<file path="config.mk">
export PLATFORM = sky130hd
export DESIGN_NAME = base64_noise_skipping_decoder_unit
export DESIGN_NICKNAME = d
export VERILOG_FILES = /design/src/b64d_pkg.sv /design/src/b64d_front.sv /design/src/b64d_queue.sv /design/src/b64d_back.sv /design/src/base64_noise_skipping_decoder_unit.sv
export SDC_FILE = /design/constraint.sdc
export NUM_CORES = 1
export LEC_CHECK = 0
export BUFFER_PORTS_ARGS = -buffer_cell sky130_fd_sc_hd__buf_2
export CORE_MARGIN = 5
export CORE_UTILIZATION = 60
export DETAILED_ROUTE_END_ITERATION = 8
export GPL_ROUTABILITY_DRIVEN = 1
export GPL_TIMING_DRIVEN = 0
export PLACE_DENSITY = 0.78
export SLEW_MARGIN = 5
export SYNTH_ARGS = -nofsm -noshare
export SYNTH_HDL_FRONTEND = slang
export SYNTH_HIERARCHICAL = 1
export SYNTH_SLANG_ARGS = --single-unit
</file>
<file path="constraint.sdc">
create_clock -name clk -period 6.65 [get_ports clk]
set_input_delay 1.33 -clock clk [delete_from_list [all_inputs] [get_ports clk]]
set_output_delay 1.33 -clock clk [all_outputs]
set_load 0.02 [all_outputs]
</file>
<file path="src/b64d_pkg.sv">
// Shared types, constants and the symbol classifier for the base64 decoder.
package b64d_pkg;

    localparam int unsigned B64D_QUEUE_DEPTH = 4;

    localparam logic [15:0] CODE_PLUS  = 16'd43;
    localparam logic [15:0] CODE_SLASH = 16'd47;
    localparam logic [15:0] CODE_0     = 16'd48;
    localparam logic [15:0] CODE_9     = 16'd57;
    localparam logic [15:0] CODE_UC_A  = 16'd65;
    localparam logic [15:0] CODE_UC_Z  = 16'd90;
    localparam logic [15:0] CODE_LC_A  = 16'd97;
    localparam logic [15:0] CODE_LC_Z  = 16'd122;

    // Decoded group handed from the front end to the byte emitter.
    typedef struct packed {
        logic [23:0] word;    // bytes to send, first byte in [23:16]
        logic [1:0]  nbytes;  // 1 to 3
    } group_t;

    // Bit 6 set marks noise; otherwise [5:0] is the sextet.
    function automatic logic [6:0] sextet_of(input logic [15:0] c);
        logic [15:0] d;
        d = 16'd0;
        if (c >= CODE_UC_A && c <= CODE_UC_Z) begin
            d = c - CODE_UC_A;
            return {1'b0, d[5:0]};
        end
        if (c >= CODE_LC_A && c <= CODE_LC_Z) begin
            d = c - CODE_LC_A + 16'd26;
            return {1'b0, d[5:0]};
        end
        if (c >= CODE_0 && c <= CODE_9) begin
            d = c - CODE_0 + 16'd52;
            return {1'b0, d[5:0]};
        end
        if (c == CODE_PLUS) begin
            return 7'd62;
        end
        if (c == CODE_SLASH) begin
            return 7'd63;
        end
        return 7'd64;
    endfunction

endpackage

</file>
<file path="src/b64d_front.sv">
// Front end: classifies each symbol, collects sextets and forms byte groups.
module b64d_front (
    input  logic            clk,
    input  logic            rst_n,
    input  logic            sym_valid,
    output logic            sym_stall,
    input  logic [15:0]     in_symbol,
    input  logic            end_of_text,
    input  logic            q_full,
    output logic            q_push,
    output b64d_pkg::group_t q_data
);
    import b64d_pkg::*;

    logic [17:0] pend_reg;
    logic [17:0] pend_next;
    logic [1:0]  count_reg;
    logic [1:0]  count_next;
    logic [6:0]  sext;
    logic        accept;
    group_t      grp;

    assign sext      = sextet_of(in_symbol);
    assign sym_stall = q_full;
    assign accept    = sym_valid && !q_full;

    always_comb
    begin
        grp.word   = 24'd0;
        grp.nbytes = 2'd0;
        pend_next  = pend_reg;
        count_next = count_reg;
        if (!sext[6])
        begin
            if (count_reg == 2'd3)
            begin
                grp.word   = {pend_reg, sext[5:0]};
                grp.nbytes = 2'd3;
                pend_next  = 18'd0;
                count_next = 2'd0;
            end
            else
            begin
                pend_next  = {pend_reg[11:0], sext[5:0]};
                count_next = count_reg + 2'd1;
            end
        end
        if (end_of_text)
        begin
            // flush partial group, missing sextets as zero; a lone sextet is dropped
            case (count_next)
                2'd2:
                begin
                    grp.word   = {pend_next[11:0], 12'd0};
                    grp.nbytes = 2'd1;
                end
                2'd3:
                begin
                    grp.word   = {pend_next, 6'd0};
                    grp.nbytes = 2'd2;
                end
                default:
                begin
                end
            endcase
            pend_next  = 18'd0;
            count_next = 2'd0;
        end
    end

    assign q_push = accept && (grp.nbytes != 2'd0);
    assign q_data = grp;

    always_ff @(posedge clk or negedge rst_n)
    begin
        if (!rst_n)
        begin
            pend_reg  <= 18'd0;
            count_reg <= 2'd0;
        end
        else if (accept)
        begin
            pend_reg  <= pend_next;
            count_reg <= count_next;
        end
    end

endmodule

</file>
<file path="src/b64d_queue.sv">
// Small group queue between the front end and the byte emitter.
module b64d_queue #(
    parameter int unsigned DEPTH = b64d_pkg::B64D_QUEUE_DEPTH
) (
    input  logic             clk,
    input  logic             rst_n,
    input  logic             push,
    input  b64d_pkg::group_t wr_data,
    output logic             full,
    input  logic             pop,
    output logic             rd_valid,
    output b64d_pkg::group_t rd_data
);
    import b64d_pkg::*;

    localparam int unsigned AW = (DEPTH > 1) ? $clog2(DEPTH) : 1;
    localparam int unsigned CW = $clog2(DEPTH + 1);

    group_t          slots_reg [DEPTH];
    logic [AW-1:0]   wr_ptr_reg;
    logic [AW-1:0]   wr_ptr_next;
    logic [AW-1:0]   rd_ptr_reg;
    logic [AW-1:0]   rd_ptr_next;
    logic [CW-1:0]   count_reg;
    logic [CW-1:0]   count_next;
    logic            do_push;
    logic            do_pop;

    assign full     = (count_reg == CW'(DEPTH));
    assign rd_valid = (count_reg != '0);
    assign rd_data  = slots_reg[rd_ptr_reg];
    assign do_push  = push && !full;
    assign do_pop   = pop && rd_valid;

    always_comb
    begin
        wr_ptr_next = wr_ptr_reg;
        rd_ptr_next = rd_ptr_reg;
        count_next  = count_reg;
        if (do_push)
        begin
            wr_ptr_next = (wr_ptr_reg == AW'(DEPTH - 1)) ? '0 : wr_ptr_reg + AW'(1);
        end
        if (do_pop)
        begin
            rd_ptr_next = (rd_ptr_reg == AW'(DEPTH - 1)) ? '0 : rd_ptr_reg + AW'(1);
        end
        if (do_push && !do_pop)
        begin
            count_next = count_reg + CW'(1);
        end
        else if (do_pop && !do_push)
        begin
            count_next = count_reg - CW'(1);
        end
    end

    always_ff @(posedge clk)
    begin
        if (do_push)
        begin
            slots_reg[wr_ptr_reg] <= wr_data;
        end
    end

    always_ff @(posedge clk or negedge rst_n)
    begin
        if (!rst_n)
        begin
            wr_ptr_reg <= '0;
            rd_ptr_reg <= '0;
            count_reg  <= '0;
        end
        else
        begin
            wr_ptr_reg <= wr_ptr_next;
            rd_ptr_reg <= rd_ptr_next;
            count_reg  <= count_next;
        end
    end

endmodule

</file>
<file path="src/b64d_back.sv">
// Back end: unpacks queued groups into bytes, one transfer per cycle while byte_stall is low.
module b64d_back (
    input  logic             clk,
    input  logic             rst_n,
    input  logic             q_valid,
    input  b64d_pkg::group_t q_data,
    output logic             q_pop,
    output logic             byte_valid,
    input  logic             byte_stall,
    output logic [7:0]       out_byte,
    output logic             run_last
);
    import b64d_pkg::*;

    logic [23:0] word_reg;
    logic [1:0]  rem_reg;
    logic        valid_reg;
    logic [7:0]  byte_reg;
    logic        last_reg;
    logic        advance;
    logic        load;

    // a byte moves into the output register when there is one and the slot frees up
    assign advance = (rem_reg != 2'd0) && (!valid_reg || !byte_stall);
    assign load    = q_valid && ((rem_reg == 2'd0) || (rem_reg == 2'd1 && advance));
    assign q_pop   = load;

    always_ff @(posedge clk or negedge rst_n)
    begin
        if (!rst_n)
        begin
            rem_reg   <= 2'd0;
            valid_reg <= 1'b0;
        end
        else
        begin
            if (load)
            begin
                rem_reg <= q_data.nbytes;
            end
            else if (advance)
            begin
                rem_reg <= rem_reg - 2'd1;
            end
            if (advance)
            begin
                valid_reg <= 1'b1;
            end
            else if (!byte_stall)
            begin
                valid_reg <= 1'b0;
            end
        end
    end

    always_ff @(posedge clk)
    begin
        if (load)
        begin
            word_reg <= q_data.word;
        end
        else if (advance)
        begin
            word_reg <= {word_reg[15:0], 8'd0};
        end
        if (advance)
        begin
            byte_reg <= word_reg[23:16];
            last_reg <= (rem_reg == 2'd1);
        end
    end

    assign byte_valid = valid_reg;
    assign out_byte   = byte_reg;
    assign run_last   = last_reg;

endmodule

</file>
<file path="src/base64_noise_skipping_decoder_unit.sv">
// Top level of the noise-skipping base64 decoder.
// Takes one character code per cycle on the symbol channel while sym_stall is low;
// anything outside A-Z a-z 0-9 + / is skipped. Every fourth alphabet symbol yields
// three bytes, and end_of_text flushes a partial group as count-1 bytes (none for one).
// Bytes leave one transfer per cycle from a registered output while byte_stall is low;
// run_last marks the final byte caused by an input transfer. A symbol's first byte
// passes from the group queue through the emitter's word register into the output
// register; the emitter loads a group from the queue once it is done with the last one.
// Sustained input rate is one symbol per cycle while sym_stall is low; the emitter drains
// one byte per cycle while byte_stall is low, which keeps up since bytes never outnumber
// the symbols that cause them. sym_stall rises only when the group queue (QUEUE_DEPTH
// groups) is full because the output side is stalled.
module base64_noise_skipping_decoder_unit #(
    parameter int unsigned QUEUE_DEPTH = b64d_pkg::B64D_QUEUE_DEPTH
) (
    input  logic        clk,
    input  logic        rst_n,
    input  logic        sym_valid,
    output logic        sym_stall,
    input  logic [15:0] in_symbol,
    input  logic        end_of_text,
    output logic        byte_valid,
    input  logic        byte_stall,
    output logic [7:0]  out_byte,
    output logic        run_last
);
    import b64d_pkg::*;

    logic   q_full;
    logic   q_push;
    logic   q_pop;
    logic   q_valid;
    group_t q_wr;
    group_t q_rd;

    b64d_front u_front (
        .clk         (clk),
        .rst_n       (rst_n),
        .sym_valid   (sym_valid),
        .sym_stall   (sym_stall),
        .in_symbol   (in_symbol),
        .end_of_text (end_of_text),
        .q_full      (q_full),
        .q_push      (q_push),
        .q_data      (q_wr)
    );

    b64d_queue #(
        .DEPTH (QUEUE_DEPTH)
    ) u_queue (
        .clk      (clk),
        .rst_n    (rst_n),
        .push     (q_push),
        .wr_data  (q_wr),
        .full     (q_full),
        .pop      (q_pop),
        .rd_valid (q_valid),
        .rd_data  (q_rd)
    );

    b64d_back u_back (
        .clk        (clk),
        .rst_n      (rst_n),
        .q_valid    (q_valid),
        .q_data     (q_rd),
        .q_pop      (q_pop),
        .byte_valid (byte_valid),
        .byte_stall (byte_stall),
        .out_byte   (out_byte),
        .run_last   (run_last)
    );

endmodule

</file>
==> results.py, run 1 <==
metrics = {
    "drt": {
        "met3_length_um": 923,
        "dr.first_iter.drc_count": 485,
        "routedLengthMet1_um": 7150,
        "top_layer": "met4",
        "wl_met2_um": 8850,
        "postRouteAntennaNets": 0,
        "route.detailed.vias_per_inst": 6.12,
        "routedWlPerCell_um": 21.4,
        "routed_wirelength_um": 17200,
        "vias": 4910,
        "drc": 0,
        "first_pass_iters": 5,
    },
    "placed_design": {
        "post-dp-hpwl_um": 11800,
        "gpl.final_weighted_congestion": 0.949,
        "placedCellCount": 770,
        "place.port_buffers": 30,
    },
    "critical_path": {
        "worst-endpoint-arrival_ns": 5.47,
        "critical-path-max-stage-delay_ns": 0.37,
        "setup_slack_of_the_most_critical_reg_to_reg_path_ns": 3.25,
        "critPathKind": "in -> reg",
        "crit_required_ns": 6.98,
        "critical_path.slowest_cell": "sky130_fd_sc_hd__fa_1",
        "path_max_fanout": 10,
        "cp_top_family": "compound AO/OA/AOI/OAI gates",
        "series_of_cell_instances_along_the_critical_path": "buf_2 -> clkbuf_1 -> inv_1 -> ha_1 -> nor2b_1 -> o21ai_0 -> a21oi_2 -> a2bb2oi_4 -> nor2b_1 -> o21ai_1 -> a21oi_1 -> nor2b_2 -> ha_1 -> inv_1 -> fa_1 -> xor2_1 -> nor2_1 -> xor2_1",
        "critPathCaptureType": "register",
        "timing.critical_path.from_type": "primary input",
        "cp_num_buf_inv": 4,
    },
    "pwr": {
        "power.leakage_uw": 0.00326,
        "peakVddDrop_mv": 0.174,
        "finalPower_uw": 2440,
        "power.density_cell_area_nw_per_um2": 272,
    },
    "clock_tree": {
        "insertion_delay_ns": 0.42,
        "cts-buffers-inserted": 17,
        "cts.htree.levels": 4,
        "ctsRootBufferMaster": "sky130_fd_sc_hd__clkbuf_16",
        "clkSlewWorstSetupHoldPaths_ns": 0.06,
        "clk_path_buf_depth": 2,
        "clock_sinks": 167,
        "holdBufCountCts": 0,
        "post_cts_resize_count": 0,
        "post_cts.repair.setup_buffers": 0,
        "tritoncts": "built",
    },
    "synthesis": {
        "synth_top_family_by_area": "multiplexers",
        "synth.ff_latch_count": 167,
        "area_of_the_mapped_netlist_sq_um": 8020,
        "post_synth_and_or_nand_nor_area_fraction_pct": 9.97,
        "yosys-top-cells-area": "sky130_fd_sc_hd__edfxtp_1 (51%), sky130_fd_sc_hd__dfrtp_1 (9.4%), sky130_fd_sc_hd__mux4_2 (5.1%)",
        "synth_area_leader_cell": "sky130_fd_sc_hd__edfxtp_1",
        "synth_edf_count": 137,
        "synthArstFlopShare_pct": 18.0,
        "ys.warnings.count": 6,
        "synthMuxAreaShare_pct": 11.5,
        "synthesis.nets": 604,
        "yosysTopAreaCellShare_pct": 51.3,
        "postSynthCellCount": 563,
        "synth_compound_area_share_pct": 10.6,
        "synth_cell_types": 75,
        "post_synth_fa_ha_maj_area_fraction_pct": 3.21,
        "synth-main-ff-cell": "sky130_fd_sc_hd__edfxtp_1",
        "synth_sequential_area_ratio_pct": 60.7,
        "mean_cell_area_of_the_mapped_netlist_sq_um": 14.2,
        "synth-xor-area-share_pct": 0.764,
    },
    "sta": {
        "finClkSkew_ns": 0.00726,
        "max_freq_mhz": 195,
        "worst_pin_slew_ns": 1.19,
        "worst_slew_margin_rel_pct": 20.7,
        "worst_hold_slack_ns": 0.425,
        "shortest_period_the_worst_path_allows_ns": 5.14,
        "setup_total_negative_slack_ns": 0,
        "setup-violations-final": 0,
        "drv_slew": 0,
        "hold_violations": 0,
        "timing.final.crit_share_pct": 77.3,
        "rsz0062_at_grt": "no",
    },
    "grt": {
        "grt_remaining_overflow": 0,
        "grt_first_pass_wirelength_um": 27600,
        "track_usage_pct": 22.8,
        "grt_max_degree": 31,
        "grt_antenna_before_repair": 0,
        "grt_pass1_vias": 4914,
    },
    "min_path": {
        "worstHoldPathType": "reg -> reg",
    },
    "run_status": {
        "outcome": "completed",
    },
    "floorplanning": {
        "core-area_sq_um": 13200,
        "die_w_um": 126,
        "initial_core_util_pct": 60.8,
        "placement_rows": 42,
        "fp.dieArea_sq_um": 15800,
        "io_pins": 32,
        "chipHeight_um": 126,
    },
    "layout": {
        "design.final.nets": 654,
        "max_reg_flops": 104,
        "fraction_of_final_layout_cells_with_drive_strength_greater_than_1_pct": 24.6,
        "final_core_utilization_pct": 68.2,
        "area_growth_syn_to_layout_pct": 12.1,
        "finalNonFillerCells": 802,
        "n_antenna_cell": 0,
    },
    "job": {
        "maxCapViolCount": 0,
    },
}
==> worst register-to-register path: stages (launching register included) <==
cell and delay, ns:
sky130_fd_sc_hd__dfrtp_1 0.42, sky130_fd_sc_hd__ha_1 0.26, sky130_fd_sc_hd__clkbuf_1 0.45, sky130_fd_sc_hd__nand3_2 0.34
sky130_fd_sc_hd__a21oi_1 0.35, sky130_fd_sc_hd__nor2b_2 0.33, sky130_fd_sc_hd__ha_1 0.23, sky130_fd_sc_hd__inv_1 0.06
sky130_fd_sc_hd__fa_1 0.37, sky130_fd_sc_hd__xor2_1 0.17, sky130_fd_sc_hd__nor2_1 0.13, sky130_fd_sc_hd__xor2_1 0.19
==> report_power, final <==
part	internal, uW	leakage, uW	switching, uW	total (uW)
logic	84.4	0.00129	148	232
registers	1250	0.00172	27.1	1270
clock network	550	0.000250	387	937
==> layer usage <==
layer / GRT usage (%) / up-vias
li1: - / 2250
met1: 30.7 / 2460
met2: 38.6 / 172
met3: 4.19 / 28
met4: 6.12 / 0
met5: 0 / -
==> stage by stage <==
stage               instance area, sq um  setup WS (ns)
finish                              8990           1.51
global route                        8990           1.04
CTS                                 8990           1.19
detailed placement                  8430          0.766
global placement                    8390          0.272
floorplan                           8020           1.73
==> synth_stat cells, drive strengths merged, types with 16 or more instances <==
cell,count
nand2,55
mux4,26
a21oi,30
inv,18
and2,20
nor2,24
o21ai,39
dfrtp,30
edfxtp,137
buf,16
ha,19
mux2,24
==> placed cells by master, fill, tap and decap left out, types with 6 or more instances in the layout <==
| cell type | synthesis | routed |
|---|---|---|
| sky130_fd_sc_hd__a21boi_0 | 6 | 6 |
| sky130_fd_sc_hd__a21o_1 | 8 | 8 |
| sky130_fd_sc_hd__a21oi_1 | 27 | 27 |
| sky130_fd_sc_hd__and2_1 | 12 | 10 |
| sky130_fd_sc_hd__and2_2 | 8 | 10 |
| sky130_fd_sc_hd__buf_2 | 5 | 35 |
| sky130_fd_sc_hd__buf_6 | 6 | 6 |
| sky130_fd_sc_hd__clkbuf_1 | 10 | 13 |
| sky130_fd_sc_hd__clkbuf_16 | 0 | 17 |
| sky130_fd_sc_hd__clkinvlp_4 | 0 | 7 |
| sky130_fd_sc_hd__dfrtp_1 | 30 | 30 |
| sky130_fd_sc_hd__edfxtp_1 | 137 | 137 |
| sky130_fd_sc_hd__ha_1 | 19 | 19 |
| sky130_fd_sc_hd__inv_1 | 17 | 17 |
| sky130_fd_sc_hd__mux2_2 | 22 | 22 |
| sky130_fd_sc_hd__mux4_1 | 8 | 8 |
| sky130_fd_sc_hd__mux4_2 | 18 | 18 |
| sky130_fd_sc_hd__nand2_1 | 53 | 53 |
| sky130_fd_sc_hd__nand3_1 | 6 | 6 |
| sky130_fd_sc_hd__nor2_1 | 24 | 23 |
| sky130_fd_sc_hd__o21ai_0 | 35 | 35 |
==> worst paths after layout <==
check,start,endpoint,depth (start not counted)
worst max-delay path,in_symbol[2],u_queue/count_reg[2]$_DFFE_PN0P_,18
worst min-delay path,u_back/word_reg[16]$_DFFE_PP_,u_back/out_byte[0]$_DFFE_PP_,0
worst max register to register,u_front/count_reg[1]$_DFFE_PN0P_,u_queue/count_reg[2]$_DFFE_PN0P_,11
worst min register to register,u_back/word_reg[16]$_DFFE_PP_,u_back/out_byte[0]$_DFFE_PP_,0
max in group asynchronous,rst_n,u_front/pend_reg[2]$_DFFE_PN0P_,1
min in group asynchronous,rst_n,u_back/rem_reg[0]$_DFFE_PN0P_,1
==> kinds of logic after synthesis <==
| group | after synthesis |
|---|---|
| xor gates and xnor gates | 7 |
| AOI/OAI and AO/OA | 125 |
| DFF | 167 |
| muxes | 53 |
| adders and majority gates | 20 |
| buffers and inverters | 44 |
| and+or+nand+nor | 147 |
==> layout make-up <==
class	instances	area [sq um]
clock inverters	12	129
fillers	903	4200
repair buffers	31	178
flip-flops and latches	167	4860
multi-input cells	352	2910
inverters	18	67.6
clock buffers	20	437
well taps	176	220
plain buffers	26	193
No activity file was read; power rests on OpenSTA's default activity.
==> inputs of run 2 (changes only) <==
- ABC_AREA: default -> 1
- clock period: 6.65 -> 5 ns (I/O delays scaled with it)
==> results.py, run 2 <==
metrics = {
    "synthesis": {
        "synth-main-ff-cell": "sky130_fd_sc_hd__edfxtp_1",
        "yosys-top-cells-area": "sky130_fd_sc_hd__edfxtp_1 (46%), sky130_fd_sc_hd__nand2_1 (13%), sky130_fd_sc_hd__dfrtp_1 (8.5%)",
        "synth.ff_latch_count": 167,
        "synth_sequential_area_ratio_pct": 54.8,
        "synth.most_common_cell": "sky130_fd_sc_hd__nand2_1",
        "mean_cell_area_of_the_mapped_netlist_sq_um": 9.66,
        "synth_cell_types": 40,
        "synthesis.nets": 959,
        "synth_edf_count": 137,
        "ys.warnings.count": 6,
        "area_of_the_mapped_netlist_sq_um": 8870,
        "synth_area_leader_cell": "sky130_fd_sc_hd__edfxtp_1",
        "postSynthCellCount": 918,
        "synth_common_cells": "sky130_fd_sc_hd__nand2_1 (301), sky130_fd_sc_hd__edfxtp_1 (137), sky130_fd_sc_hd__inv_1 (126)",
        "yosysTopAreaCellShare_pct": 46.4,
        "synthArstFlopShare_pct": 18.0,
    },
    "critical_path": {
        "critPathKind": "in -> reg",
        "critPathCaptureType": "register",
        "path_max_fanout": 26,
        "timing.critical_path.from_type": "primary input",
        "worst-endpoint-arrival_ns": 4.23,
        "crit_required_ns": 5.05,
        "setup_slack_of_the_most_critical_reg_to_reg_path_ns": 1.51,
    },
    "drt": {
        "postRouteAntennaNets": 0,
        "dr.first_iter.drc_count": 417,
        "route.detailed.vias_per_inst": 5.47,
        "drc": 0,
        "routedWlPerCell_um": 16.6,
        "first_pass_iters": 5,
        "routed_wirelength_um": 19300,
        "vias": 6355,
    },
    "clock_tree": {
        "holdBufCountCts": 0,
        "cts-buffers-inserted": 17,
        "clkSlewWorstSetupHoldPaths_ns": 0.06,
        "tritoncts": "built",
        "insertion_delay_ns": 0.43,
        "clock_sinks": 167,
        "ctsRootBufferMaster": "sky130_fd_sc_hd__clkbuf_16",
        "clk_path_buf_depth": 2,
        "post_cts_resize_count": 0,
        "cts.htree.levels": 4,
        "post_cts.repair.setup_buffers": 0,
    },
    "layout": {
        "layout.cells.most_common": "sky130_fd_sc_hd__nand2_1",
        "area_growth_syn_to_layout_pct": 10.9,
        "finalNonFillerCells": 1162,
        "layout.cells.most_common_list": "sky130_fd_sc_hd__nand2_1 (301), sky130_fd_sc_hd__edfxtp_1 (137), sky130_fd_sc_hd__inv_1 (126)",
        "max_reg_flops": 104,
        "fraction_of_final_layout_cells_with_drive_strength_greater_than_1_pct": 17.5,
        "design.final.nets": 1006,
        "n_antenna_cell": 0,
    },
    "sta": {
        "shortest_period_the_worst_path_allows_ns": 4.18,
        "max_freq_mhz": 239,
        "worst_slew_margin_rel_pct": 33.9,
        "finClkSkew_ns": 0.00796,
        "hold_violations": 0,
        "worst_pin_slew_ns": 0.990,
        "timing.final.ws_setup_ns": 0.823,
        "rsz0062_at_grt": "no",
        "drv_slew": 0,
        "setup-violations-final": 0,
        "timing.final.crit_share_pct": 83.5,
    },
    "pwr": {
        "power.density_cell_area_nw_per_um2": 462,
        "finalPower_uw": 4540,
        "power.leakage_uw": 0.00433,
        "peakVddDrop_mv": 0.226,
    },
    "grt": {
        "use_met3_pct": 5.12,
        "grt_remaining_overflow": 0,
        "grt_util_met2_pct": 35.7,
        "grt.busiest_layer": "met2",
        "track_usage_pct": 22.6,
        "grtUsageMet1_pct": 30.1,
        "grt_first_pass_wirelength_um": 31200,
        "grt_antenna_before_repair": 0,
        "grt_max_degree": 31,
        "grt_pass1_vias": 6182,
    },
    "placed_design": {
        "placement.setup.worst_slack_ns": 0.491,
        "placedCellCount": 1130,
        "gpl.final_weighted_congestion": 0.880,
        "place.port_buffers": 28,
        "post-dp-hpwl_um": 13500,
    },
    "floorplanning": {
        "die_w_um": 132,
        "initial_core_util_pct": 61.0,
        "chipHeight_um": 132,
        "core-area_sq_um": 14500,
        "io_pins": 32,
        "fp.dieArea_sq_um": 17300,
        "placement_rows": 44,
    },
    "run_status": {
        "outcome": "completed",
    },
    "job": {
        "maxCapViolCount": 0,
    },
    "min_path": {
        "worstHoldPathType": "reg -> reg",
    },
}
==> run 2: worst paths after layout <==
check,startpoint,end,cells after the start
max,in_symbol[2],u_queue/slots_reg[3][5]$_DFFE_PP_,14
min,u_back/word_reg[23]$_DFFE_PP_,u_back/out_byte[7]$_DFFE_PP_,0
max reg2reg,u_queue/count_reg[0]$_DFFE_PN0P_,u_queue/slots_reg[3][5]$_DFFE_PP_,8
min reg2reg,u_back/word_reg[23]$_DFFE_PP_,u_back/out_byte[7]$_DFFE_PP_,0
max in group asynchronous,rst_n,u_queue/count_reg[2]$_DFFE_PN0P_,1
min in group asynchronous,rst_n,u_back/byte_valid$_DFFE_PN0P_,1
==> run 2: through the flow <==
stage	setup TNS [ns]	hold slack, ns	instance area [sq um]	util, %
finish	0	0.419	9840	67.7
global route	0	0.425	9840	67.7
CTS	0	0.420	9840	67.7
detailed placement	0	0.405	9270	63.8
global placement	-51.44	0.403	9240	63.6
floorplan	0	0.400	8870	-
==> run 2: power breakdown <==
| part | switching [uW] | total [uW] | internal [uW] |
|---|---|---|---|
| combinational | 963 | 1440 | 475 |
| clock | 559 | 1260 | 697 |
| sequential | 73.6 | 1850 | 1780 |
| total | 1600 | 4540 | 2950 |
==> run 2: worst max-delay path, cell delays in order <==
cell	delay, ns
sky130_fd_sc_hd__buf_2	0.17
sky130_fd_sc_hd__inv_1	0.15
sky130_fd_sc_hd__ha_1	0.27
sky130_fd_sc_hd__nand2_1	0.08
sky130_fd_sc_hd__nand2_1	0.06
sky130_fd_sc_hd__a21oi_1	0.40
sky130_fd_sc_hd__nand2_4	0.14
sky130_fd_sc_hd__nand2_8	0.12
sky130_fd_sc_hd__nor2_8	0.07
sky130_fd_sc_hd__nand2_4	0.07
sky130_fd_sc_hd__nand3_4	0.14
sky130_fd_sc_hd__a21oi_1	0.37
sky130_fd_sc_hd__nand2_1	0.38
sky130_fd_sc_hd__nor2_4	0.79
==> run 2: cells by family (layout without fill, tap and decap cells) <==
kind of cell | after synthesis | count (layout) | share of synthesized area [%]
flip-flops | 167 | 167 | 54.8
AO/OA/AOI/OAI | 111 | 111 | 9.63
XOR/XNOR | 11 | 11 | 1.09
buffers and inverters | 168 | 228 | 8.87
adder cells (fa/ha/maj) | 20 | 20 | 2.91
AND/OR/NAND/NOR | 441 | 441 | 22.7
==> run 2: routing by layer <==
| metal | part of all wire, % | up-vias |
|---|---|---|
| met4 | 3.6 | 0 |
| li1 | - | 3115 |
| met3 | 6.3 | 49 |
| met2 | 47 | 210 |
| met5 | 0 | - |
| met1 | 43 | 2981 |
==> run 2: area by class of cell <==
class	count	area, sq um
Buffer	33	278
Clock buffer	17	425
Clock inverter	15	143
Fill cell	1140	4700
Inverter	135	509
Multi-Input combinational cell	583	3250
Sequential cell	167	4860
Tap cell	184	230
Timing Repair Buffer	28	140
